[config.mk]
export PLATFORM = sky130hd
export DESIGN_NAME = bcmp_mulmod
export DESIGN_NICKNAME = d
export VERILOG_FILES = /design/src/design/bcmp_pkg.sv /design/src/design/bcmp_mulmod.sv
export SDC_FILE = /design/constraint.sdc
export NUM_CORES = 2
export LEC_CHECK = 0
export ABC_AREA = 1
export BUFFER_PORTS_ARGS = -buffer_cell sky130_fd_sc_hd__buf_2
export CAP_MARGIN = 20
export CORE_ASPECT_RATIO = 0.5
export CORE_MARGIN = 2
export CORE_UTILIZATION = 60
export CTS_CLUSTER_DIAMETER = 80
export DETAILED_ROUTE_END_ITERATION = 7
export HOLD_SLACK_MARGIN = 0.03
export PLACE_DENSITY = 0.8
export REMOVE_ABC_BUFFERS = 1
export SETUP_SLACK_MARGIN = 0.2
export SLEW_MARGIN = 15
export SYNTH_ARGS = -nofsm -noshare
export SYNTH_HDL_FRONTEND = slang
export SYNTH_SLANG_ARGS = --single-unit
[constraint.sdc]
create_clock -name clk_i -period 9.4 [get_ports clk_i]
set_input_delay 2.82 -clock clk_i [delete_from_list [all_inputs] [get_ports clk_i]]
set_output_delay 2.82 -clock clk_i [all_outputs]
set_load 0.1 [all_outputs]
[src/design/bcmp_pkg.sv]
// Shared constants and handshake structs for the binomial coefficient block.
package bcmp_pkg;

  localparam int unsigned FIELD_W = 10;
  localparam int unsigned MOD_W = 30;
  localparam int unsigned MAX_N_DEFAULT = 1023;

  localparam logic [MOD_W-1:0] MODULUS = 30'd1000000007;

  // Barrett factor floor(2^(2*MOD_W) / MODULUS), fits in MOD_W+1 bits.
  localparam logic [63:0] MU_FULL = (64'd1 << (2 * MOD_W)) / {34'd0, MODULUS};
  localparam logic [MOD_W:0] BARRETT_MU = MU_FULL[MOD_W:0];

  // Quotient bits retired per divider cycle.
  localparam int unsigned DIV_DIGIT = 6;
  localparam int unsigned DIV_STEPS = MOD_W / DIV_DIGIT;

  typedef struct packed {
    logic             start;
    logic [MOD_W-1:0] a;
    logic [MOD_W-1:0] b;
  } mm_req_t;

  typedef struct packed {
    logic             busy;
    logic             done;
    logic [MOD_W-1:0] result;
  } mm_rsp_t;

  typedef struct packed {
    logic               done;
    logic [MOD_W-1:0]   quot;
    logic [FIELD_W-1:0] rem;
  } div_rsp_t;

endpackage

[src/design/bcmp_mulmod.sv]
// Modular multiplier: one shared multiplier, Barrett reduction, serial correction.
module bcmp_mulmod (
  input  logic              clk_i,
  input  logic              rst_ni,
  input  bcmp_pkg::mm_req_t req_i,
  output bcmp_pkg::mm_rsp_t rsp_o
);
  import bcmp_pkg::*;

  localparam logic [2:0] MM_IDLE = 3'd0;
  localparam logic [2:0] MM_MUL1 = 3'd1;
  localparam logic [2:0] MM_MUL2 = 3'd2;
  localparam logic [2:0] MM_MUL3 = 3'd3;
  localparam logic [2:0] MM_CORR = 3'd4;

  logic [2:0]           state_q, state_d;
  logic [MOD_W-1:0]     a_q, b_q;
  logic [2*MOD_W-1:0]   x_q;
  logic [MOD_W:0]       q3_q;
  logic [MOD_W+1:0]     r_q;
  logic [MOD_W:0]       op_a, op_b;
  logic [2*MOD_W+1:0]   prod;
  logic                 corr_done;

  // Route the operands of the single multiplier by phase.
  always_comb begin
    case (state_q)
      MM_MUL1: begin
        op_a = {1'b0, a_q};
        op_b = {1'b0, b_q};
      end
      MM_MUL2: begin
        op_a = x_q[2*MOD_W-1:MOD_W-1];
        op_b = BARRETT_MU;
      end
      MM_MUL3: begin
        op_a = q3_q;
        op_b = {1'b0, MODULUS};
      end
      default: begin
        op_a = '0;
        op_b = '0;
      end
    endcase
  end

  assign prod = op_a * op_b;
  assign corr_done = (state_q == MM_CORR) && (r_q < {2'b00, MODULUS});

  always_comb begin
    state_d = state_q;
    case (state_q)
      MM_IDLE: if (req_i.start) state_d = MM_MUL1;
      MM_MUL1: state_d = MM_MUL2;
      MM_MUL2: state_d = MM_MUL3;
      MM_MUL3: state_d = MM_CORR;
      MM_CORR: if (corr_done) state_d = MM_IDLE;
      default: state_d = MM_IDLE;
    endcase
  end

  always_ff @(posedge clk_i or negedge rst_ni) begin
    if (!rst_ni) begin
      state_q <= MM_IDLE;
    end else begin
      state_q <= state_d;
    end
  end

  always_ff @(posedge clk_i) begin
    case (state_q)
      MM_IDLE: begin
        if (req_i.start) begin
          a_q <= req_i.a;
          b_q <= req_i.b;
        end
      end
      MM_MUL1: x_q <= prod[2*MOD_W-1:0];
      MM_MUL2: q3_q <= prod[2*MOD_W+1:MOD_W+1];
      // Barrett leaves the remainder below three moduli, so 32 low bits suffice.
      MM_MUL3: r_q <= x_q[MOD_W+1:0] - prod[MOD_W+1:0];
      MM_CORR: if (!corr_done) r_q <= r_q - {2'b00, MODULUS};
      default: ;
    endcase
  end

  assign rsp_o.busy   = (state_q != MM_IDLE);
  assign rsp_o.done   = corr_done;
  assign rsp_o.result = r_q[MOD_W-1:0];

endmodule

# After elaboration in Yosys (flattened, before gate mapping)
# Index checks and enable logic that the tools add are counted.
[word_totals]
reg_bits = 186
latch_bits = 0
mem_bits_rw = 0
mem_bits_ro = 0
in_bits = 63
out_inout_bits = 32
elab_cells = 31
n_memories = 0
[classes]
addsub = 2
multipliers = 1
div_mod_pow = 0
order_cmp = 1
n_eq_ne = 7
shifts = 0
n_mux = 7
bitwise_logic = 0
n_reduce_logical = 7
[op_table]
columns = ["cell", "n"]
rows = [
  ["$pmux 31 s3", 2],
  ["$pmux 32 s2", 1],
  ["$mul 31x31->62", 1],
  ["$lt 32x30->1 const B", 1],
  ["$mux 32", 1],
  ["$sub 32x30->32 const B", 1],
  ["$sub 32x32->32", 1],
  ["$pmux 3 s5", 1],
  ["$eq 3x2->1 const B", 2],
  ["$mux 3", 2],
  ["$ne 2x2->1 const B", 3],
  ["$reduce_and 2->1", 3],
  ["$eq 3x1->1 const B", 1],
  ["$eq 3x3->1 const B", 1],
  ["$logic_not 3->1", 1],
  ["$reduce_bool 3->1", 1],
  ["$reduce_bool 2->1", 1],
  ["$logic_and 1x1->1", 1],
]

# Depth between registers and ports, before layout
[depth]
word_depth = 5
depth_mapped = 48
ltp_nobuf = 46

# Worst setup path after synthesis
# No wires, ideal clock.
[synth_timing]
path_kind = "register -> register"
start = "reg state_q[1]"
end = "reg r_q[28], data pin"
setup_time_ps = 260
arrival_ps = 9729
required_time_ps = 9140
slack_ps = -589
path_stages_with_launch = 39
path_buffers = 3
period_less_slack_ps = 9989
path_cell_list = "dfrtp_1 nor3_1 buf_2 buf_1 nand2_1 nand2_1 clkbuf_1 nand2_1 fa_1 inv_1 fa_1 fa_1 inv_1 fa_1 inv_1 fa_1 inv_1 fa_1 [... 3 more ...] ha_1 nand2_1 nor2_1 inv_1 o21ai_0 a31oi_1 xnor2_1 inv_1 ha_1 nand2_1 o21ai_0 nor2_1 a21oi_1 nand3_1 nand3_1 nand3_1 nand2_1 o21ai_1"
[synth_via]
elab_chain_len = 5
[synth_rtl]
columns = ["element", "line", "text"]
rows = [
  ["start: declaration", "bcmp_mulmod.sv:16", "logic [2:0] state_q, state_d;"],
  ["start signal: assignment", "bcmp_mulmod.sv:66", "state_q <= state_d;"],
  ["$eq 3x2->1 or $eq 3x1->1 (tied branches)", "bcmp_mulmod.sv:27", "case (state_q)"],
  ["$pmux 31 s3", "bcmp_mulmod.sv:27", ""],
  ["$mul 31x31->62 (*)", "bcmp_mulmod.sv:47", "assign prod = op_a * op_b;"],
  ["named net prod[19]", "bcmp_mulmod.sv:22", "logic [2*MOD_W+1:0] prod;"],
  ["$sub 32x32->32 (*)", "bcmp_mulmod.sv:81", "MM_MUL3: r_q <= x_q[MOD_W+1:0] - prod[MOD_W+1:0];"],
  ["$pmux 32 s2 (*)", "bcmp_mulmod.sv:71", "case (state_q)"],
  ["end signal: assignment", "bcmp_mulmod.sv:81", ""],
  ["end signal: assignment", "bcmp_mulmod.sv:82", "MM_CORR: if (!corr_done) r_q <= r_q - {2'b00, MODULUS};"],
  ["end: declaration", "bcmp_mulmod.sv:20", "logic [MOD_W+1:0] r_q;"],
]
# The timed path passes the listed nets; every way through them passes the cells marked *.
# A chain may end at the register's enable or synchronous reset.

# Worst setup path in the final report
[layout_timing]
start = "reg state_q[1]"
end = "reg q3_q[28], data pin"
[layout_via]
elab_chain_len = 3
[layout_rtl]
columns = ["element", "line", "text"]
rows = [
  ["$eq 3x2->1 or $eq 3x1->1 (tied branches)", "bcmp_mulmod.sv:27", ""],
  ["$pmux 31 s3", "bcmp_mulmod.sv:27", ""],
  ["$mul 31x31->62 (*)", "bcmp_mulmod.sv:47", ""],
  ["named net prod[59]", "bcmp_mulmod.sv:22", ""],
  ["end signal: assignment", "bcmp_mulmod.sv:79", "MM_MUL2: q3_q <= prod[2*MOD_W+1:MOD_W+1];"],
  ["end: declaration", "bcmp_mulmod.sv:19", "logic [MOD_W:0] q3_q;"],
]
# Marked as above.

==> reports/qor.yml <==
global_route:
  grt_pass1_vias: 35080
  grt_pass1_wl_mm: 193.0
  antenna_found_initial: 1
  grt_overflow: 0
  grtUsageTotal: 0.3564
  grt_max_degree: 40
logic_synthesis:
  yosysSeqAreaShare: 0.1352
  ys.flop_type: "edfxtp_1"
  ys_seq_elements: 186
  netlist_instances: 4994
  async_flop_share: 0.01613
  synth.avg_cell_area_um2: 8.253
  syn_area_um2: 41210
  synth_edf_count: 183
  yosysWarnings: 0
  synthDistinctLibCells: 55
timing:
  finalClockSkew_ns: 0.01867
  fmax_mhz: 110.4
  timing.final.crit_share: 0.9636
  maxSlewViolCount: 0
  period_minus_slack_ns: 9.058
  hold_viol_final: 0
  rsz0062_at_grt: "true"
  finalSetupViolCount: 0
  layout_setup_ws_ns: 0.3419
  max-slew-margin-rel: 0.4005
  worstMarginPinSlew_ns: 0.8971
cells_and_area:
  layout_commonest_cell: "nand2_1"
  layout.nets: 6259
  multi_input_area_um2: 30060
  regArea_um2: 5572
  drive_gt1_frac: 0.09237
  areaGrowthSynthToFinish_pct: 8.983
  fill_cells: 5534
  antenna_cells: 0
  layout_common_cells: "nand2_1, inv_1, fa_1"
  utilization: 0.6656
setup_path:
  ff2ff_setup_slack_ns: 0.34
  setup.worst_path.start_class: "register"
  cpPeakStageDelay_ns: 0.73
  crit_top_cell: "fa_1"
  crit_type: "register to register"
  cp-end-kind: "register"
  r2r_start: "state_q[1]"
  reg2reg_to: "q3_q[28]"
  reg2reg_depth: 34
  cpMaxStageDelayCell: "fa_1"
  startpoint: "state_q[1]"
  cp.required_ns: 9.62
  arrival_ns: 9.28
  critPathMaxFanout: 16
die:
  ios: 95
  die_h_um: 189.3
  start_util: 0.6107
  die_x_um: 374.7
  die_area_um2: 70930
  rows: 67
  core_area_um2: 67480
run_status:
  status: "complete, no violations"
placed_design:
  place_congestion: 1.055
  io_buffers: 94
  hpwl_mm: 99.62
  post-place-ws_ns: 0.01186
cts:
  cts.sinks: 186
  cts_root_buffer: "clkbuf_16"
  cts_tree: "yes"
  cts_max_level: 4
  cts_buffers: 17
  clockBufferDepth: 2
  worstSkewPairLatency_ns: 0.47
  ctsHoldBuffers: 0
  clk_pin_slew_ns: 0.08
detailed_routing:
  viasPerCell: 5.540
  drt_first_pass_iters: 6
  vias: 33160
  wire_per_inst_um: 20.69
  post-route-drc-count: 0
  antenna_left: 0
  routed_wl_mm: 123.8
  drt_iter0_markers: 3271
min_path:
  hold_path.class: "register to register"
  min_to: "state_q[0]"
  worstHoldStart: "state_q[1]"
  whs_path_depth: 2
job:
  cap_violations: 0
worst max-delay path: cells and delay by family (launching register included):
family,cells,cell delay (ns)
xor+xnor,1,0.09
buf+inv,13,2.17
fa+ha+maj,9,4.43
simple gates,11,1.65
flops,1,0.45
state kept, by name, summed over array words and instances, names as in the netlist:
register  flops
state_q       3
b_q          30
q3_q         31
r_q          32
a_q          30
x_q          60
Yosys cell counts (17+ instances only):
cell         n  area (um2)
nand2_2     17       106.4
o21ai_0     75       375.4
edfxtp_1   183        5495
ha_1       283        3541
xnor2_1     20       175.2
nand3_2     18       180.2
fa_1       838       16780
clkbuf_1   179       671.9
inv_1     1334        5007
buf_4       31       232.7
nand2_1   1385        5199
a21oi_1    122       610.6
nor3_1      18       90.09
xor2_1      49       429.2
nor2_1     182       683.2
nand3_1     96       480.5
how the worst max path moves through the flow:
stage / to / slack [ns]
CTS: q3_q[19] / 0.23
global route: r_q[26] / 0.04
finish: q3_q[28] / 0.34
floorplan: r_q[24] / -7.17
detailed placement: x_q[54] / 0.01
global placement: x_q[54] / 0.07
cell type report:
class,count,area share
well taps,897,0.02499
clock inverters,14,0.003900
inverters,1340,0.1123
clock buffers,18,0.009555
repair buffers,290,0.05596
flip-flops and latches,186,0.1240
multi-input cells,3240,0.6693
what timing repair did:
action / in CTS / in global routing
buffers inserted: 0 / 31
resized for setup: 7 / 113
pin swaps: 0 / 10
setup endpoints to repair: 23 / 41
cloned: 0 / 10
cells by family after synthesis:
family                     Yosys count  synth area share
and+or+nand+nor                   1762            0.1709
other                                2         0.0001822
buffers and inverters             1572            0.1465
AOI/OAI and AO/OA                  280           0.03901
adders and majority gates         1121            0.4930
xor gates and xnor gates            70           0.01506
DFF                                186            0.1352
muxes                                1         0.0002429
through the flow:
stage,setup TNS (ns),hold WS [ns],area [um2],cells
floorplan,-673.74,0.5471,40220,4766
global placement,0,0.6125,43340,5912
detailed placement,0,0.6495,43340,5912
CTS,0,0.6608,43960,5944
global route,0,0.6981,44920,5985
finish,0,0.6541,44920,5985
metal layers:
metal / vias to the layer above / global-route usage / wire [um]
met5: - / 0 / 0
met4: 0 / 0.1476 / 6079
met3: 324 / 0.07567 / 13680
met2: 1838 / 0.5668 / 55580
met1: 16370 / 0.4802 / 48460
li1: 14630 / - / -
Power is left out: the tool's default activity adds up to more than one toggle a clock period on the data nets, which glitch-free logic cannot reach.
