$ cat src/design/bcmp_pkg.sv
// Shared constants and handshake structs for the binomial coefficient block.
package bcmp_pkg;

  localparam int unsigned FIELD_W = 10;
  localparam int unsigned MOD_W = 30;
  localparam int unsigned MAX_N_DEFAULT = 1023;

  localparam logic [MOD_W-1:0] MODULUS = 30'd1000000007;

  // Barrett factor floor(2^(2*MOD_W) / MODULUS), fits in MOD_W+1 bits.
  localparam logic [63:0] MU_FULL = (64'd1 << (2 * MOD_W)) / {34'd0, MODULUS};
  localparam logic [MOD_W:0] BARRETT_MU = MU_FULL[MOD_W:0];

  // Quotient bits retired per divider cycle.
  localparam int unsigned DIV_DIGIT = 6;
  localparam int unsigned DIV_STEPS = MOD_W / DIV_DIGIT;

  typedef struct packed {
    logic             start;
    logic [MOD_W-1:0] a;
    logic [MOD_W-1:0] b;
  } mm_req_t;

  typedef struct packed {
    logic             busy;
    logic             done;
    logic [MOD_W-1:0] result;
  } mm_rsp_t;

  typedef struct packed {
    logic               done;
    logic [MOD_W-1:0]   quot;
    logic [FIELD_W-1:0] rem;
  } div_rsp_t;

endpackage

$ cat src/design/bcmp_divider.sv
// Digit-serial divider of the modulus by a small divisor.
module bcmp_divider (
  input  logic                         clk_i,
  input  logic                         rst_ni,
  input  logic                         start_i,
  input  logic [bcmp_pkg::FIELD_W-1:0] divisor_i,
  output bcmp_pkg::div_rsp_t           rsp_o
);
  import bcmp_pkg::*;

  localparam int unsigned CNT_W = (DIV_STEPS > 1) ? $clog2(DIV_STEPS) : 1;

  logic                 busy_q;
  logic                 done_q;
  logic [CNT_W-1:0]     cnt_q;
  logic [FIELD_W-1:0]   div_q;
  logic [FIELD_W-1:0]   rem_q, rem_d;
  logic [MOD_W-1:0]     dvd_q;
  logic [MOD_W-1:0]     quot_q, quot_d;

  // Retire DIV_DIGIT restoring steps per cycle.
  always_comb begin
    logic [FIELD_W:0]     trial;
    logic [FIELD_W-1:0]   r;
    logic [DIV_DIGIT-1:0] digit;
    r = rem_q;
    digit = '0;
    for (int j = 0; j < DIV_DIGIT; j++) begin
      trial = {r, dvd_q[MOD_W-1-j]};
      if (trial >= {1'b0, div_q}) begin
        r = FIELD_W'(trial - {1'b0, div_q});
        digit[DIV_DIGIT-1-j] = 1'b1;
      end else begin
        r = trial[FIELD_W-1:0];
      end
    end
    rem_d = r;
    quot_d = {quot_q[MOD_W-DIV_DIGIT-1:0], digit};
  end

  always_ff @(posedge clk_i or negedge rst_ni) begin
    if (!rst_ni) begin
      busy_q <= 1'b0;
      done_q <= 1'b0;
      cnt_q  <= '0;
    end else begin
      done_q <= 1'b0;
      if (!busy_q && start_i) begin
        busy_q <= 1'b1;
        cnt_q  <= '0;
      end else if (busy_q) begin
        cnt_q <= cnt_q + CNT_W'(1);
        if (cnt_q == CNT_W'(DIV_STEPS - 1)) begin
          busy_q <= 1'b0;
          done_q <= 1'b1;
        end
      end
    end
  end

  always_ff @(posedge clk_i) begin
    if (!busy_q && start_i) begin
      div_q  <= divisor_i;
      rem_q  <= '0;
      dvd_q  <= MODULUS;
      quot_q <= '0;
    end else if (busy_q) begin
      rem_q  <= rem_d;
      quot_q <= quot_d;
      dvd_q  <= dvd_q << DIV_DIGIT;
    end
  end

  assign rsp_o.done = done_q;
  assign rsp_o.quot = quot_q;
  assign rsp_o.rem  = rem_q;

endmodule

$ cat config.mk
export PLATFORM = sky130hd
export DESIGN_NAME = bcmp_divider
export DESIGN_NICKNAME = d
export VERILOG_FILES = /design/src/design/bcmp_pkg.sv /design/src/design/bcmp_divider.sv
export SDC_FILE = /design/constraint.sdc
export NUM_CORES = 1
export LEC_CHECK = 0
export BUFFER_PORTS_ARGS = -buffer_cell sky130_fd_sc_hd__buf_2
export CAP_MARGIN = 20
export CORE_ASPECT_RATIO = 1.75
export CORE_MARGIN = 2
export CORE_UTILIZATION = 25
export DETAILED_ROUTE_END_ITERATION = 7
export PLACE_DENSITY_LB_ADDON = 0.3
export SLEW_MARGIN = 15
export SYNTH_ARGS = -nofsm -noshare
export SYNTH_HDL_FRONTEND = slang
export SYNTH_SLANG_ARGS = --single-unit
$ cat constraint.sdc
create_clock -name clk_i -period 26.3 [get_ports clk_i]
set_input_delay 5.26 -clock clk_i [delete_from_list [all_inputs] [get_ports clk_i]]
set_output_delay 5.26 -clock clk_i [all_outputs]
set_load 0.02 [all_outputs]
Yosys cells after proc, flatten, opt, wreduce, memory -nomap -nowiden

Cells that the tools add are included.

Input port bits: 13
Flip-flop bits (word level): 79

Magnitude comparators: 6
Reduce and logical (&&, ||, !) cells: 3
Equal/unequal tests: 1
Add/sub/neg operators: 7
Muxes and demuxes: 20

Operator list:

| operator            | number |
|---|---|
| $ge 11x10->1        | 6 |
| $mux 10             | 6 |
| $sub 10x10->10      | 6 |
| $mux 1              | 12 |
| $mux 3              | 2 |
| $add 3x1->3 const B | 1 |
| $eq 3x3->1 const B  | 1 |
| $reduce_bool 2->1   | 1 |
| $logic_and 1x1->1   | 1 |
| $logic_not 1->1     | 1 |

Logic depth before layout (Yosys ltp)

Gate-level depths: netlist (run 1).

Depth in word-level cells: 12
Depth in mapped cells: 65
Gate-level depth less buffers: 60

Least setup slack after synthesis (run 1)

OpenSTA, ideal clock, no wires.

Path kind: flip-flop to flip-flop
Start: register div_q[1]
End: register rem_q[6]
Slack: 13.067 ns
Period minus slack after synthesis: 13.233 ns
Cell stages (with the launch flop): 62
Arrival: 13.111 ns
Library setup time: 0.122 ns
Cells stage by stage: edfxtp_1 > inv_1 > ha_1 > nor2b_1 > o31a_2 > o21ai_2 > nand2_1 > mux2i_1 > inv_1 > ha_1 > buf_2 > nand4_1 > nor3_1 > or3_1 > a311o_1 > or3_4 > buf_6 > mux2_2 > [26 not listed] > a21o_1 > a21o_1 > nand2_1 > nand2_1 > buf_2 > o21a_1 > ha_1 > nor2b_1 > o21ai_0 > a21boi_0 > o21ai_0 > a21oi_1 > o21ai_0 > a21boi_0 > o21ai_0 > o311a_1 > a211oi_1 > a311o_1

Cells in the longest elaborated chain, start to end: 12

Ends and longest elaborated chain:

| element                                        | RTL line                               | source |
|---|---|---|
| start: declaration                             | bcmp_divider.sv:16                     | `logic [FIELD_W-1:0] div_q;` |
| start signal: assignment                       | bcmp_divider.sv:63                     | `div_q <= divisor_i;` |
| $sub 10x10->10 or $ge 11x10->1 (tied branches) | bcmp_divider.sv:31, bcmp_divider.sv:30 |  |
| $mux 10                                        | bcmp_divider.sv:30                     | `if (trial >= {1'b0, div_q}) begin` |
| $sub 10x10->10 or $ge 11x10->1 (tied branches) | bcmp_divider.sv:31, bcmp_divider.sv:30 |  |
| $mux 10                                        | bcmp_divider.sv:30                     |  |
| $sub 10x10->10 or $ge 11x10->1 (tied branches) | bcmp_divider.sv:31, bcmp_divider.sv:30 |  |
| $mux 10                                        | bcmp_divider.sv:30                     |  |
| $sub 10x10->10 or $ge 11x10->1 (tied branches) | bcmp_divider.sv:31, bcmp_divider.sv:30 |  |
| $mux 10                                        | bcmp_divider.sv:30                     |  |
| $sub 10x10->10 or $ge 11x10->1 (tied branches) | bcmp_divider.sv:31, bcmp_divider.sv:30 |  |
| $mux 10                                        | bcmp_divider.sv:30                     |  |
| $sub 10x10->10 or $ge 11x10->1 (tied branches) | bcmp_divider.sv:31, bcmp_divider.sv:30 |  |
| $mux 10 (*)                                    | bcmp_divider.sv:30                     |  |
| end signal: assignment                         | bcmp_divider.sv:68                     | `rem_q <= rem_d;` |
| end: declaration                               | bcmp_divider.sv:17                     | `logic [FIELD_W-1:0] rem_q, rem_d;` |

Mark *: on every way between the ends. The rest lies on a longest branch, timed or not.
A chain may end at the register's enable or synchronous reset.

Worst setup path in the final report (run 1)

Start: register div_q[1]
End: register rem_q[1]

Cells in the longest elaborated chain, start to end: 12

Ends and longest elaborated chain:

| element                                        | RTL line |
|---|---|
| $sub 10x10->10 or $ge 11x10->1 (tied branches) | bcmp_divider.sv:31, bcmp_divider.sv:30 |
| $mux 10                                        | bcmp_divider.sv:30 |
| $sub 10x10->10 or $ge 11x10->1 (tied branches) | bcmp_divider.sv:31, bcmp_divider.sv:30 |
| $mux 10                                        | bcmp_divider.sv:30 |
| $sub 10x10->10 or $ge 11x10->1 (tied branches) | bcmp_divider.sv:31, bcmp_divider.sv:30 |
| $mux 10                                        | bcmp_divider.sv:30 |
| $sub 10x10->10 or $ge 11x10->1 (tied branches) | bcmp_divider.sv:31, bcmp_divider.sv:30 |
| $mux 10                                        | bcmp_divider.sv:30 |
| $ge 11x10->1 or $sub 10x10->10 (tied branches) | bcmp_divider.sv:30, bcmp_divider.sv:31 |
| $mux 10                                        | bcmp_divider.sv:30 |
| $sub 10x10->10 or $ge 11x10->1 (tied branches) | bcmp_divider.sv:31, bcmp_divider.sv:30 |
| $mux 10 (*)                                    | bcmp_divider.sv:30 |

Marks and branches as above.

==> metrics.txt, run 1 <==
status=finished clean; crit path to=rem_q[1]$_SDFFE_PP0P_; clk_lat worst skew=0.33 ns; Antenna diodes=0; r2r setup slk=10.47 ns; mux cell area share after synthesis=5.73%; r2r startpoint=div_q[1]$_DFFE_PP_; CTS Sinks=70; post-synthesis cell type count=77; R2R cell count=57; 1st-pass router iterations=5; post-synthesis cell count=769; Post-synth EDFFs=10; count of pins over their slew limit=0; Synth Area in Simple Gates=19.3%; reg2reg end=rem_q[1]$_SDFFE_PP0P_; First DRT Iteration DRCs=285; Max Clock Freq=63.2 MHz; Synth async-reset ratio=7.14%; Routed wire per std cell=18.7 µm; main combinational cell family by area after synthesis=compound AO/OA/AOI/OAI gates; RSZ-0062 raised after global routing=no; layout cells sized above 1=13.4%; PortBufs=53; DPL Wire Length=16,200 µm; root buffer cell=clkbuf_16; Synth Area in XOR/XNOR=4.80%; CTS clk-pin slew, worst paths=0.06 ns; CTS H-tree lvls=3; DRC=0; vias=5,687; postcts setup bufs=0; crit-path max cell delay=0.83 ns; synth warn=0; Post-Syn Area=0.00620 mm²; # resized after CTS=0; antenna-violating nets left=0; min-delay src=dvd_q[14]$_SDFFE_PP1P_; io pins=54; setup_tns=0 ns; largest net degree at the start of global routing=65; hold bufs inserted after CTS=0; worst slew pin tran=1.01 ns; vias in the first global route=5,812; Area Overhead vs Synth=10.8%; total wire length=20,500 µm; Core Box Area=0.0245 mm²; Worst slew margin=30.6%; crit path launch=div_q[1]$_DFFE_PP_; GRT Util Overall=16.0%; Critical Path RT=26.53 ns; Hold Crit Depth=2; Worst setup EP type=register; clk_skew=0.0100 ns; Primary FF master, synth=dfxtp_1; period utilisation layout=60.2%; Compound-Gate Fraction of Synth Area=23.1%; clk buf depth=2; Max-cap violations=0; Setup Viol. Count Final=0; CTS Buf Count=9; total gr overflow=0; syn avg cell area=8.06 µm²; die width=123 µm; sequential area share after synthesis=24.6%; Synth Register Bits=70; Starting Density=25.3%; CP arrival=16.06 ns; CP max-delay cell=mux2i_1; fin crit period=15.83 ns; CTS tree=yes; Final Hold Viols=0; NumNets Final=862; Min-Delay Path Class=register to register; # rows=76; Die Area=0.0261 mm²; first-pass GRT wire length=31,600 µm; Post-Synth Adder-Cell Area=14.5%; crit path launch type=register; critical path peak fanout=12; RD Place Congestion=0.950; initial antenna violation count=0; Net Count, Synth=850; critical path class=register to register; DR vias/cell=5.18; Fill cells=2,714; Die Ht=212 µm
[critical path, delay by kind of cell (launching register included)]
family | cells | cell delay, ns
AO/OA/AOI/OAI | 25 | 6.39
adder cells (fa/ha/maj) | 6 | 2.05
buffers and inverters | 4 | 0.67
flip-flops | 1 | 0.60
multiplexers | 4 | 2.18
AND/OR/NAND/NOR | 18 | 3.78
[registers in the layout (all words and copies together), names as in the netlist]
register	count
busy_q	1
cnt_q	3
div_q	10
done_q	1
dvd_q	15
quot_q	30
rem_q	10
[final cells by class]
class	instances	area, µm²	share of cell area (%)
timing repair buffer	55	280	4.08
inverter	46	173	2.51
multi-input combinational	599	4180	60.8
tap	312	390	5.68
clock inverter	7	95.1	1.38
clock buffer	9	225	3.28
sequential	70	1530	22.2
[Yosys cell counts (6+ instances only)]
cell	number	area [µm²]
a211oi_1	8	60.1
a21boi_0	7	52.6
a21o_1	15	113
a21oi_1	35	175
and3_1	6	37.5
buf_4	27	203
clkbuf_1	19	71.3
dfxtp_1	55	1100
edfxtp_1	10	300
fa_1	6	120
ha_1	62	776
inv_1	45	169
mux2_2	8	90.1
mux2i_1	22	220
nand2_1	122	458
nand2b_1	8	50.1
nand3_1	19	95.1
nand4_1	11	68.8
nor2_1	33	124
nor2b_1	13	81.3
nor3_1	13	65.1
o211ai_1	14	105
o21a_1	10	75.1
o21ai_0	70	350
or3_1	6	37.5
xnor2_1	23	201
xor2_1	11	96.3
[cells in the final DEF (no fill, tap or decap), types with 7 or more instances in the layout]
cell       count
a211oi_1       8
a21boi_0       7
a21o_1        15
a21oi_1       35
buf_2         53
clkbuf_16      9
dfxtp_1       55
edfxtp_1      10
ha_1          62
inv_1         44
mux2_2         8
mux2i_1       22
nand2_1      122
nand2b_1       8
nand3_1       19
nand4_1       11
nor2_1        33
nor2b_1       13
nor3_1        13
o211ai_1      14
o21a_1        10
o21ai_0       70
xnor2_1       23
xor2_1        11
[through the flow]
stage / hold slack (ns) / utilization [%] / instances / setup WS [ns] / cell area, µm²
6_report: 0.459 / 28.0 / 1098 / 10.47 / 6870
3_3_place_gp: 0.441 / 26.7 / 1082 / 10.95 / 6550
3_5_place_dp: 0.446 / 26.7 / 1082 / 10.81 / 6550
4_1_cts: 0.460 / 28.0 / 1098 / 10.68 / 6870
2_1_floorplan: 0.429 / - / 769 / 13.07 / 6200
5_1_grt: 0.488 / 28.0 / 1098 / 9.01 / 6870
[how the worst min path moves through the flow]
stage / endpoint / slack [ns]
final: dvd_q[20]$_SDFFE_PP1P_ / 0.46
after global routing: quot_q[27]$_SDFFE_PP0P_ / 0.49
after CTS: dvd_q[20]$_SDFFE_PP1P_ / 0.46
after detailed placement: dvd_q[20]$_SDFFE_PP1P_ / 0.45
after global placement: dvd_q[20]$_SDFFE_PP1P_ / 0.44
after floorplan: dvd_q[24]$_SDFFE_PP1P_ / 0.43
[cell families after synthesis]
group,Yosys count
flip-flops,70
AO/OA/AOI/OAI,213
XOR/XNOR,34
adder cells (fa/ha/maj),68
multiplexers,33
AND/OR/NAND/NOR,251
buffers and inverters,100
[layer usage]
| layer | vias up | routed length [µm] | track usage, % |
|---|---|---|---|
| li1 | 2765 | - | - |
| met1 | 2663 | 7240 | 15.5 |
| met2 | 183 | 11000 | 30.4 |
| met3 | 76 | 685 | 1.90 |
| met4 | 0 | 1540 | 11.6 |
| met5 | - | 0 | 0 |
Power of run 1 is left out: the tool's default activity adds up to more than one toggle a clock period on the data nets, which glitch-free logic cannot reach.
==> inputs of run 2 (changes only) <==
==> constraint.sdc (replaced) <==
create_clock -name clk_i -period 13.94 [get_ports clk_i]
set_input_delay 2.788 -clock clk_i [delete_from_list [all_inputs] [get_ports clk_i]]
set_output_delay 2.788 -clock clk_i [all_outputs]
set_load 0.02 [all_outputs]
==> run 2 against run 1 <==
  * Utilization rose by 0.86 points
  * Fmax rose by 23%
  * Cell count rose by 2.3%
  * First-iteration DRC count fell by 27%
  * Global-route usage fell by 0.26 points
  * Via count barely moved
  * Critical endpoint is now rem_q[6]$_SDFFE_PP0P_
  * Non-clock buffer count rose by 25
==> metrics.txt, run 2 (synthesis gave the netlist of run 1 again) <==
status=finished clean; Setup Viol. Count Final=0; min-delay src=dvd_q[19]$_SDFFE_PP1P_; RD Place Congestion=0.905; clk_skew=0.0139 ns; root buffer cell=clkbuf_16; first-pass GRT wire length=31,400 µm; count of pins over their slew limit=0; CTS Sinks=70; clk_lat worst skew=0.33 ns; 1st-pass router iterations=4; Top reg by flops=quot_q; die width=123 µm; hold bufs inserted after CTS=0; crit path launch=rem_q[5]$_SDFFE_PP0P_; # resized after CTS=0; CTS Buf Count=9; max reg flops=30; clk buf depth=2; Core Box Area=0.0245 mm²; Min-Delay Path Class=register to register; fin crit period=12.88 ns; Fill cells=2,730; period utilisation layout=92.4%; met3 WL=558 µm; setup_tns=0 ns; most frequent cells in the layout=121 x nand2_1, 68 x o21ai_0, 62 x ha_1; final non-filler cell total=1,123; Max Clock Freq=77.6 MHz; Critical Path RT=14.15 ns; First DRT Iteration DRCs=208; CTS clk-pin slew, worst paths=0.06 ns; Multi-input gate area=0.00422 mm²; postcts setup bufs=0; DRC=0; Final Hold Viols=0; Antenna diodes=0; total wire length=20,100 µm; worst slew pin tran=0.980 ns; largest net degree at the start of global routing=65; Worst setup EP type=register; Starting Density=25.3%; crit-path max cell delay=0.50 ns; RSZ-0062 raised after global routing=no; Largest regs=quot_q: 30 flops, dvd_q: 15 flops; Max-cap violations=0; critical path peak fanout=17; antenna-violating nets left=0; CTS H-tree lvls=3; Routed wire per std cell=17.9 µm; layout cells sized above 1=16.8%; Area Overhead vs Synth=14.2%; Worst slew margin=34.6%; DR top layer=met4; PortBufs=53; NumNets Final=887; FF/Latch Area=0.00153 mm²; crit path launch type=register; CP max-delay cell=a2111o_1; r2r startpoint=rem_q[5]$_SDFFE_PP0P_; met1 WL=7530 µm; vias in the first global route=5,800; vias=5,691; DR vias/cell=5.07; critical path class=register to register; Die Area=0.0261 mm²; total gr overflow=0; DR WL met2=10,800 µm; io pins=54; DPL Wire Length=16,100 µm; Placed Instances=1,107; most common cell after layout, fill and taps aside=nand2_1; initial antenna violation count=0; CTS tree=yes; CP arrival=13.09 ns; # rows=76; Die Ht=212 µm; GRT Util Overall=15.8%
[run 2: cell count changes in the layout (fill, tap and decap cells not counted), sizes merged]
| cell | before | now |
|---|---|---|
| clkinvlp | 1 | 3 |
| clkinv | 2 | 0 |
| inv | 48 | 49 |
| buf | 55 | 80 |
| bufinv | 2 | 1 |
[run 2: stage by stage]
stage               hold WS [ns]  utilization (%)  setup slack, ns  instance area, µm²
finish                     0.456             28.9             1.06                7080
global route               0.483             28.9           0.0543                7080
global placement           0.438             27.5            0.921                6740
CTS                        0.461             28.7            0.657                7040
floorplan                  0.429                -            0.707                6200
detailed placement         0.444             27.5            0.732                6740
[run 2: final timing paths]
kind / end / slack (ns) / cells after the start
min in group asynchronous: done_q$_DFF_PN0_ / 2.26 / 1
max in group asynchronous: busy_q$_DFF_PN0_ / 11.54 / 1
worst min-delay path: dvd_q[25]$_SDFFE_PP1P_ / 0.46 / 2
worst max register to register: rem_q[6]$_SDFFE_PP0P_ / 1.06 / 56
worst max-delay path: rem_q[6]$_SDFFE_PP0P_ / 1.06 / 56
worst min register to register: dvd_q[25]$_SDFFE_PP1P_ / 0.46 / 2
[run 2: layout make-up]
cell class | count | area share, %
clock buffers | 9 | 3.18
clock inverters | 7 | 1.11
inverters | 46 | 2.44
multi-input cells | 599 | 59.6
flip-flops and latches | 70 | 21.6
well taps | 312 | 5.51
repair buffers | 80 | 6.61
[run 2: per-layer routing]
| layer | vias to the layer above | global-route usage (%) |
|---|---|---|
| met4 | 0 | 9.87 |
| li1 | 2806 | - |
| met3 | 61 | 1.66 |
| met5 | - | 0 |
| met1 | 2682 | 16.2 |
| met2 | 142 | 29.7 |
[run 2: worst max-delay path, delay by kind of cell (launching register included)]
kind	cells	cell delay [ns]
and+or+nand+nor	11	2.04
buffers and inverters	5	0.44
adders and majority gates	6	1.86
muxes	5	1.65
DFF	1	0.43
AOI/OAI and AO/OA	29	6.31
Power of run 2 is left out for the same reason.
